`src/hdl/bmphdr_pkg.sv`:
```
// Package for the BMP header checker and pixel address block.
// Holds the transaction types, command and status codes and header layout constants.
// Depends on nothing.
package bmphdr_pkg;

  localparam int unsigned HDR_LEN      = 54;
  localparam int unsigned HDR_CNT_W    = 6;
  localparam int unsigned FILE_HDR_LEN = 14;
  localparam int unsigned INFO_HDR_LEN = 40;

  localparam int unsigned OFS_SIG    = 0;
  localparam int unsigned OFS_DECL   = 2;
  localparam int unsigned OFS_OFFSET = 10;
  localparam int unsigned OFS_DIB    = 14;
  localparam int unsigned OFS_WIDTH  = 18;
  localparam int unsigned OFS_HEIGHT = 22;
  localparam int unsigned OFS_PLANES = 26;
  localparam int unsigned OFS_DEPTH  = 28;
  localparam int unsigned OFS_COMP   = 30;

  localparam logic [7:0]  SIG_B      = 8'h42;
  localparam logic [7:0]  SIG_M      = 8'h4D;
  localparam logic [15:0] PLANES_OK  = 16'd1;
  localparam logic [15:0] DEPTH_24   = 16'd24;
  localparam logic [31:0] COMP_NONE  = 32'd0;
  localparam logic [31:0] HEIGHT_MIN = 32'h8000_0000;
  localparam logic [7:0]  ALPHA_FULL = 8'hFF;

  localparam logic [1:0] CMD_HEADER = 2'd0;
  localparam logic [1:0] CMD_LOOKUP = 2'd1;
  localparam logic [1:0] CMD_PACK   = 2'd2;

  localparam logic [3:0] ST_OK          = 4'd0;
  localparam logic [3:0] ST_BUF_SHORT   = 4'd1;
  localparam logic [3:0] ST_BAD_SIG     = 4'd2;
  localparam logic [3:0] ST_BAD_SIZES   = 4'd3;
  localparam logic [3:0] ST_UNSUPPORTED = 4'd4;
  localparam logic [3:0] ST_STRIDE_OVF  = 4'd5;
  localparam logic [3:0] ST_PIX_EXCEED  = 4'd6;
  localparam logic [3:0] ST_NO_IMAGE    = 4'd7;
  localparam logic [3:0] ST_OUT_RANGE   = 4'd8;
  localparam logic [3:0] ST_BEYOND_DATA = 4'd9;

  typedef struct packed {
    logic [1:0]  command;
    logic [7:0]  data_byte;
    logic [31:0] x;
    logic [31:0] y;
    logic [23:0] rgb_bytes;
  } in_item_t;

  typedef struct packed {
    logic [3:0]  status;
    logic [30:0] image_width;
    logic [30:0] image_height;
    logic [31:0] data_start;
    logic [31:0] stride_bytes;
    logic        is_top_first;
    logic [31:0] byte_address;
    logic [31:0] color;
  } out_item_t;

  typedef struct packed {
    logic [30:0] width;
    logic [30:0] height;
    logic [31:0] start;
    logic [31:0] stride;
    logic        top_first;
  } geom_t;

  typedef struct packed {
    logic first;
    logic last;
  } hdr_evt_t;

  typedef struct packed {
    logic [3:0]  status;
    geom_t       geom;
    logic [31:0] file_size;
  } hdr_res_t;

endpackage

```
`src/hdl/bmphdr_hdr_check.sv`:
```
// Header byte capture and check for the BMP header checker.
// Collects header fields by byte position and precomputes the size checks.
// Depends on bmphdr_pkg.
module bmphdr_hdr_check import bmphdr_pkg::*; (
  input  logic        clk_i,
  input  logic        rst_ni,
  input  logic        byte_valid_i,
  input  logic [7:0]  byte_i,
  input  logic [31:0] buffer_size_i,
  output hdr_evt_t    evt_o,
  output hdr_res_t    res_o
);

  logic [HDR_CNT_W-1:0] count_q, count_d;

  logic [7:0]  sig0_q, sig1_q;
  logic [31:0] decl_q, offset_q, dib_q, width_q, height_q, comp_q;
  logic [15:0] planes_q, depth_q;

  logic [32:0] hdr_end_q;
  logic [33:0] stride_q;
  logic [31:0] abs_h_q;
  logic        sig_bad_q, decl_short_q, dib_short_q, geo_bad_q, fmt_bad_q;
  logic        end_bad_q, stride_ovf_q;
  logic [63:0] prod_q;
  logic [64:0] need_q;
  logic        need_gt_decl_q;

  logic [33:0] w3;
  logic [33:0] stride_raw;
  logic        sizes_bad;

  assign evt_o.first = (count_q == '0);
  assign evt_o.last  = (count_q == HDR_CNT_W'(HDR_LEN - 1));
  assign count_d     = evt_o.last ? '0 : count_q + 1'b1;

  always_ff @(posedge clk_i or negedge rst_ni) begin
    if (!rst_ni) begin
      count_q <= '0;
    end else if (byte_valid_i) begin
      count_q <= count_d;
    end
  end

  always_ff @(posedge clk_i) begin
    if (byte_valid_i) begin
      if (count_q == HDR_CNT_W'(OFS_SIG)) sig0_q <= byte_i;
      if (count_q == HDR_CNT_W'(OFS_SIG + 1)) sig1_q <= byte_i;
      for (int k = 0; k < 4; k++) begin
        if (count_q == HDR_CNT_W'(OFS_DECL + k))   decl_q[8*k +: 8]   <= byte_i;
        if (count_q == HDR_CNT_W'(OFS_OFFSET + k)) offset_q[8*k +: 8] <= byte_i;
        if (count_q == HDR_CNT_W'(OFS_DIB + k))    dib_q[8*k +: 8]    <= byte_i;
        if (count_q == HDR_CNT_W'(OFS_WIDTH + k))  width_q[8*k +: 8]  <= byte_i;
        if (count_q == HDR_CNT_W'(OFS_HEIGHT + k)) height_q[8*k +: 8] <= byte_i;
        if (count_q == HDR_CNT_W'(OFS_COMP + k))   comp_q[8*k +: 8]   <= byte_i;
      end
      for (int k = 0; k < 2; k++) begin
        if (count_q == HDR_CNT_W'(OFS_PLANES + k)) planes_q[8*k +: 8] <= byte_i;
        if (count_q == HDR_CNT_W'(OFS_DEPTH + k))  depth_q[8*k +: 8]  <= byte_i;
      end
    end
  end

  assign w3         = {2'b00, width_q} + {1'b0, width_q, 1'b0};
  assign stride_raw = w3 + 34'd3;

  always_ff @(posedge clk_i) begin
    hdr_end_q    <= 33'(FILE_HDR_LEN) + {1'b0, dib_q};
    stride_q     <= {stride_raw[33:2], 2'b00};
    abs_h_q      <= height_q[31] ? (~height_q + 32'd1) : height_q;
    sig_bad_q    <= (sig0_q != SIG_B) || (sig1_q != SIG_M);
    decl_short_q <= decl_q < 32'(HDR_LEN);
    dib_short_q  <= dib_q < 32'(INFO_HDR_LEN);
    geo_bad_q    <= (width_q == '0) || width_q[31] || (height_q == '0) ||
                    (height_q == HEIGHT_MIN);
    fmt_bad_q    <= (planes_q != PLANES_OK) || (depth_q != DEPTH_24) ||
                    (comp_q != COMP_NONE);

    end_bad_q      <= (hdr_end_q > {1'b0, decl_q}) || ({1'b0, offset_q} < hdr_end_q) ||
                      (offset_q > decl_q);
    stride_ovf_q   <= (stride_q[33:32] != 2'b00);
    prod_q         <= 64'(stride_q[31:0]) * 64'(abs_h_q);
    need_q         <= 65'(offset_q) + 65'(prod_q);
    need_gt_decl_q <= need_q > 65'(decl_q);
  end

  assign sizes_bad = decl_short_q || (decl_q > buffer_size_i) || dib_short_q ||
                     end_bad_q || geo_bad_q;

  always_comb begin
    priority if (buffer_size_i < 32'(HDR_LEN)) begin
      res_o.status = ST_BUF_SHORT;
    end else if (sig_bad_q) begin
      res_o.status = ST_BAD_SIG;
    end else if (sizes_bad) begin
      res_o.status = ST_BAD_SIZES;
    end else if (fmt_bad_q) begin
      res_o.status = ST_UNSUPPORTED;
    end else if (stride_ovf_q) begin
      res_o.status = ST_STRIDE_OVF;
    end else if (need_gt_decl_q || (need_q > 65'(buffer_size_i))) begin
      res_o.status = ST_PIX_EXCEED;
    end else begin
      res_o.status = ST_OK;
    end
  end

  assign res_o.geom.width     = width_q[30:0];
  assign res_o.geom.height    = abs_h_q[30:0];
  assign res_o.geom.start     = offset_q;
  assign res_o.geom.stride    = stride_q[31:0];
  assign res_o.geom.top_first = height_q[31];
  assign res_o.file_size      = decl_q;

endmodule
```
`config.mk`:
```
export PLATFORM = sky130hd
export DESIGN_NAME = bmphdr_hdr_check
export DESIGN_NICKNAME = d
export VERILOG_FILES = /design/src/hdl/bmphdr_pkg.sv /design/src/hdl/bmphdr_hdr_check.sv
export SDC_FILE = /design/constraint.sdc
export NUM_CORES = 2
export LEC_CHECK = 0
export BUFFER_PORTS_ARGS = -buffer_cell sky130_fd_sc_hd__buf_2
export CORE_UTILIZATION = 59
export CTS_CLUSTER_DIAMETER = 50
export DETAILED_ROUTE_END_ITERATION = 12
export GPL_TIMING_DRIVEN = 1
export PLACE_DENSITY = 0.81
export SKIP_LAST_GASP = 1
export SLEW_MARGIN = 10
export SYNTH_ARGS = -nofsm -noshare
export SYNTH_HDL_FRONTEND = slang
export SYNTH_SLANG_ARGS = --single-unit
```
`constraint.sdc`:
```
create_clock -name clk_i -period 7.7 [get_ports clk_i]
set_clock_uncertainty 0.15 [all_clocks]
set_input_delay 0.385 -clock clk_i [delete_from_list [all_inputs] [get_ports clk_i]]
set_output_delay 0.385 -clock clk_i [all_outputs]
set_load 0.005 [all_outputs]
```
# [Word level (Yosys, flattened, before mapping)]
# Index checks and enable logic that the tools add are counted.
# W data, S select, Z words.
[classes] add_sub_neg=6 n_mul=1 n_lt_le_gt_ge=9 eq_ne=35 n_mux=8 n_bitwise=1 n_reduce_logical=48
[ops] op="$gt A65 B32 Y1" n=2
[ops] op="$eq A6 B5 Y1 const B" n=16
[ops] op="$lt A32 B6 Y1 const B" n=3
[ops] op="$add A32 B64 Y65" n=1
[ops] op="$gt A32 B32 Y1" n=2
[ops] op="$logic_not A32 Y1" n=2
[ops] op="$mul A30 B32 Y62" n=1
[ops] op="$reduce_and A2 Y1" n=30
[ops] op="$eq A6 B4 Y1 const B" n=6
[ops] op="$add A32 B33 Y34" n=1
[ops] op="$add A34 B2 Y34 const B" n=1
[ops] op="$add A4 B32 Y33 const A" n=1
[ops] op="$gt A33 B32 Y1" n=1
[ops] op="$lt A32 B33 Y1" n=1
[ops] op="$add A32 B1 Y32 const B" n=1
[ops] op="$eq A32 B32 Y1 const B" n=1
[ops] op="$not A32 Y32" n=1
[ops] op="$reduce_bool A32 Y1" n=1
[ops] op="$mux W31" n=1
[ops] op="$eq A6 B6 Y1 const B" n=3
[ops] op="$mux W3" n=6
[ops] op="$ne A16 B1 Y1 const B" n=1
[ops] op="$ne A16 B5 Y1 const B" n=1
[ops] op="$ne A8 B7 Y1 const B" n=2
[ops] op="8 further kinds" n=22
[word_totals] regBits=478 input_bits=43 output_inout_bits=165 wordCells=153

# [Logic depth before layout (Yosys ltp)]
[logic_depth] ltp_word=8 depth_mapped=29 ltp_nobuf=28

# [Worst setup path after synthesis]
# OpenSTA, ideal clock, no wires.
[synth_path] path_type="register to register" from="register abs_h_q[5]" to="register prod_q[49]" arrival_ns=7.356 setup_slack_ns=0.070 path_stages_with_launch=28 n_path_buf=1 period_less_slack_ns=7.630 cell_sequence="dfxtp_1 > clkbuf_1 > and2_1 > fa_1 > inv_1 > fa_1 > inv_1 > fa_1 > inv_1 > fa_1 > inv_1 > fa_1 > fa_1 > fa_1 > inv_1 > fa_1 > inv_1 > ha_1 > and3_1 > and2_1 > a2111o_1 > a211oi_1 > nor2_1 > a41o_1 > and4_1 > or3_1 > a21oi_1 > xnor2_1"
[synth_between] elab_chain_len=1
[synth_lines] element="from (decl)" line_no="bmphdr_hdr_check.sv:22" text="logic [31:0] abs_h_q;"
[synth_lines] element="from (signal assigned)" line_no="bmphdr_hdr_check.sv:70" text="abs_h_q <= height_q[31] ? (~height_q + 32'd1) : height_q;"
[synth_lines] element="$mul A30 B32 Y62" line_no="bmphdr_hdr_check.sv:82" text="prod_q <= 64'(stride_q[31:0]) * 64'(abs_h_q);"
[synth_lines] element="to (signal assigned)" line_no="bmphdr_hdr_check.sv:82"
[synth_lines] element="to (decl)" line_no="bmphdr_hdr_check.sv:25" text="logic [63:0] prod_q;"
# No other way between the ends.
# A chain may end at the register's enable or synchronous reset.

# [Worst setup path after layout]
[layout_path] from="register stride_q[11]" to="register prod_q[61]"
[layout_between] elab_chain_len=1
[layout_lines] element="from (decl)" line_no="bmphdr_hdr_check.sv:21" text="logic [33:0] stride_q;"
[layout_lines] element="from (signal assigned)" line_no="bmphdr_hdr_check.sv:69" text="stride_q <= {stride_raw[33:2], 2'b00};"
[layout_lines] element="$mul A30 B32 Y62" line_no="bmphdr_hdr_check.sv:82"
# No other way between the ends.

==> summary by stage <==
Outcome
The run finished, with violations left. The final reports fail on setup timing.

Cells and area
In the final layout, the share of cells above drive strength 1 is 0.130. The total number of nets in the final design is 7274. The final non-filler cell area is 61400 µm². The most common library cell in the layout ignoring fill and taps is sky130_fd_sc_hd__inv_1. The library cells used most frequently in the layout, excluding fill and tap cells, are 1034 x sky130_fd_sc_hd__inv_1, 813 x sky130_fd_sc_hd__fa_1, 580 x sky130_fd_sc_hd__and2_1, 540 x sky130_fd_sc_hd__ha_1, 514 x sky130_fd_sc_hd__nand2_1. The area growth from synthesis to final layout is 11.6%.

Clock tree
After clock tree synthesis, the clock-pin slew on the worst setup and hold paths is 70 ps. The maximum level of the CTS H-tree is 2. The number of clock buffers added by TritonCTS is 55.

TritonCTS built the clock tree. The tree is rooted in a sky130_fd_sc_hd__clkbuf_16. Clock latency on the worst-skew pair, taken at its later pin, is 640 ps. Counting every sink on the clock net gives 478. Counting along the longest clock path gives a buffer depth of 3.

Critical path
The arrival time reported for the critical path endpoint is 8220 ps. The data required time at the worst endpoint is 8090 ps. The type of destination of the critical path is a flip-flop.

The top fanout value on the critical path is 6. The flop-to-flop setup slack is -120 ps. The startpoint identified for the worst register-to-register timing path is stride_q[11]. The critical path startpoint category is a flip-flop. The endpoint of the worst register-to-register path is prod_q[61]. For the worst flop-to-flop path, the logic depth is 27. The worst setup path is of the flip-flop to flip-flop kind.

Yosys
Dividing the synthesized area by the synthesized cell count gives 9.82 µm². Of the synthesized area, sequential elements account for 0.218. Of the total synthesized cell area, the portion taken by full adders, half adders and majority gates is 0.431. The mapped cell area is 55000 µm². The most used flip-flop cell after synthesis is sky130_fd_sc_hd__edfxtp_1.

The number of flops mapped to enable cells by yosys is 240. During synthesis, Yosys emitted a total of 0 warnings. The synthesized-area fraction occupied by and/or/nand/nor cells is 0.152. By area, the combinational part of the netlist is dominated by adder cells. Of all flip-flops after synthesis, the portion carrying an async set or reset was 0.0126. The complex-gate fraction of the synthesized area was 0.0668. Synthesis handed over a netlist of 5603 instances. Of the post-synthesis cell area, the part taken by muxes is 0.000182. Counting flops and latches in the post-synthesis netlist gives 478. The share of the synthesized netlist area taken by xor and xnor gates is 0.0328.

The number of distinct library cells after synthesis is 71.

Timing
The count of pins over their slew limit is 0. The highest attainable clock frequency is 128 MHz. The summed negative setup slack over all endpoints is -254 ps. At the pin with the least slew margin, the transition time is 1120 ps. The final worst slack is -122 ps. Dividing the final minimum period by the clock period gives 1.02. Setup repair after global routing could not meet its margin everywhere. The worst hold margin is 195 ps.

The worst pin sits at a relative slew slack of 0.250. For the finished layout, the period the worst path requires is 7820 ps. The number of hold violations in the final report came to 0.

The number of setup violations in the final report is 3.

Floorplan
The full die area is 94400 µm². The die height is 307 µm. The core outline area is 91900 µm².

The count of boundary I/O pins is 208. In this run the horizontal extent of the chip is 307 µm. Row generation in the floorplan step produced 111 rows. The initial utilization of the core area, before any placement, comes to 0.598.

Global routing
The wire length of the first global-routing pass is 238 mm. For this run, the total global-route usage over all layers was measured as 0.324. The number of global-route vias before repair is 44043.

Entering global routing, the biggest net connects 34 pins. The total overflow left after global routing is 0. The initial antenna violation count came to 4.

Hold path
The terminating pin of the worst hold path is hdr_end_q[0]. The worst min-delay path category is flip-flop to flip-flop. In this run the most critical hold path is launched from dib_q[0]. Counting instances, the worst hold path has a depth of 0.

Routing
The total detailed-routing wirelength is 149 mm. The detailed-router iteration count before antenna repair is 6. The routed layout has 41165 vias.

After detailed routing, the average wire length per cell comes to 20.9 µm. The ratio of routed vias to standard cells is 5.77. The count of nets left with antenna violations after detail routing is 0. In this run, the number of DRC markers left after iteration 0 of detailed routing was 3142. The DRC violations left is 0.

Placement
Input and output buffers added on the ports amount to 204. The placed instances occupy a cell area of 58700 µm². The final RePlAce weighted congestion is 0.972.

The total half-perimeter wirelength after legalization and detailed placement is 118 mm. Prior to clock tree synthesis, the placed netlist has a worst setup slack of -536 ps.

Run
Max-cap violations in this run came to 0.
==> sequential cells by signal (all words and copies together), names as in the netlist <==
| signal | flops |
|---|---|
| offset_q | 32 |
| comp_q | 32 |
| dib_q | 32 |
| sig_bad_q | 1 |
| need_q | 65 |
| height_q | 32 |
| decl_q | 32 |
| prod_q | 62 |
| depth_q | 16 |
| need_gt_decl_q | 1 |
| geo_bad_q | 1 |
| end_bad_q | 1 |
| sig1_q | 8 |
| hdr_end_q | 33 |
| sig0_q | 8 |
| count_q | 6 |
| decl_short_q | 1 |
| abs_h_q | 32 |
| fmt_bad_q | 1 |
| stride_q | 32 |
| width_q | 32 |
| dib_short_q | 1 |
| planes_q | 16 |
| stride_ovf_q | 1 |
==> synthesized netlist by cell type (all sizes together) (9+ instances only) <==
master	count	area [µm²]
and2	587	3670
ha	553	6920
a31oi	12	75.1
nand2b	29	181
edfxtp	240	7210
and4	14	123
or3	14	103
fa	837	16800
nand2	517	1940
o31ai	20	164
or4	9	82.6
a21oi	168	841
xnor2	158	1380
a211oi	22	165
inv	1044	3920
buf	98	728
clkbuf	225	845
o21bai	16	120
and3	29	181
o211ai	16	120
xor2	48	420
nand4	76	475
nor2	124	465
nor2b	29	181
o21ai	120	604
o21a	21	158
nor3	29	145
nor4	45	282
nand3	56	280
dfxtp	232	4640
a21o	123	923
or2	11	71.3
==> metal layers <==
layer / global-route usage / up-vias / share of wire
met5: 0 / - / 0.00017
met4: 0.132 / 4 / 0.042
met3: 0.0662 / 415 / 0.089
met2: 0.541 / 1881 / 0.48
met1: 0.413 / 20838 / 0.38
li1: - / 18027 / -
==> worst max-delay path, stage by stage (launching register included) <==
cell	delay [ps]
sky130_fd_sc_hd__dfxtp_4	380
sky130_fd_sc_hd__buf_12	150
sky130_fd_sc_hd__and2_1	180
sky130_fd_sc_hd__fa_1	520
sky130_fd_sc_hd__fa_2	590
sky130_fd_sc_hd__inv_1	50
sky130_fd_sc_hd__fa_1	490
sky130_fd_sc_hd__fa_1	420
sky130_fd_sc_hd__fa_1	490
sky130_fd_sc_hd__inv_1	70
sky130_fd_sc_hd__fa_2	490
sky130_fd_sc_hd__fa_1	550
sky130_fd_sc_hd__inv_1	70
sky130_fd_sc_hd__fa_1	530
sky130_fd_sc_hd__inv_1	70
sky130_fd_sc_hd__ha_4	250
sky130_fd_sc_hd__a21oi_1	130
sky130_fd_sc_hd__o21ai_1	110
sky130_fd_sc_hd__a2111o_1	440
sky130_fd_sc_hd__a211oi_2	240
sky130_fd_sc_hd__buf_4	180
sky130_fd_sc_hd__nor2_2	50
sky130_fd_sc_hd__a41o_1	290
sky130_fd_sc_hd__buf_4	160
sky130_fd_sc_hd__a41oi_2	150
sky130_fd_sc_hd__o31ai_2	110
sky130_fd_sc_hd__a221oi_2	250
sky130_fd_sc_hd__xnor2_1	160
==> metrics by stage <==
stage,std cells,utilization
finish,7133,0.668
detailed placement,7011,0.638
global route,7131,0.668
CTS,7123,0.663
global placement,7011,0.638
floorplan,5605,-
==> what timing repair did <==
action                     in CTS  in global routing
cloned                          1                  0
hold buffers                    3                  0
setup buffers                   4                  8
resized for setup              82                 87
pin swaps                      71                 73
hold endpoints to repair       12                  0
setup endpoints to repair      25                 24
==> worst max-delay path by stage <==
| stage | startpoint | to | slack, ps |
|---|---|---|---|
| global route | stride_q[11] | prod_q[49] | -270 |
| detailed placement | abs_h_q[4] | prod_q[60] | -540 |
| CTS | stride_q[11] | prod_q[58] | -10 |
| floorplan | abs_h_q[5] | prod_q[49] | 70 |
| finish | stride_q[11] | prod_q[61] | -120 |
| global placement | stride_q[22] | prod_q[61] | -280 |
==> layout make-up <==
type / count / area (µm²)
clock buffers: 62 / 1480
flip-flops and latches: 478 / 12000
well taps: 1243 / 1560
fillers: 6841 / 30500
inverters: 1044 / 3920
diodes: 2 / 5.00
multi-input cells: 3760 / 38100
repair buffers: 502 / 3890
clock inverters: 42 / 438
==> kinds of logic after synthesis <==
logic type | Yosys count
and+or+nand+nor | 1587
adders and majority gates | 1390
buffers and inverters | 1367
AOI/OAI and AO/OA | 573
DFF | 478
xor gates and xnor gates | 206
other | 1
muxes | 1
Power is left out: the tool's default activity adds up to more than one toggle a clock period on the data nets, which glitch-free logic cannot reach.
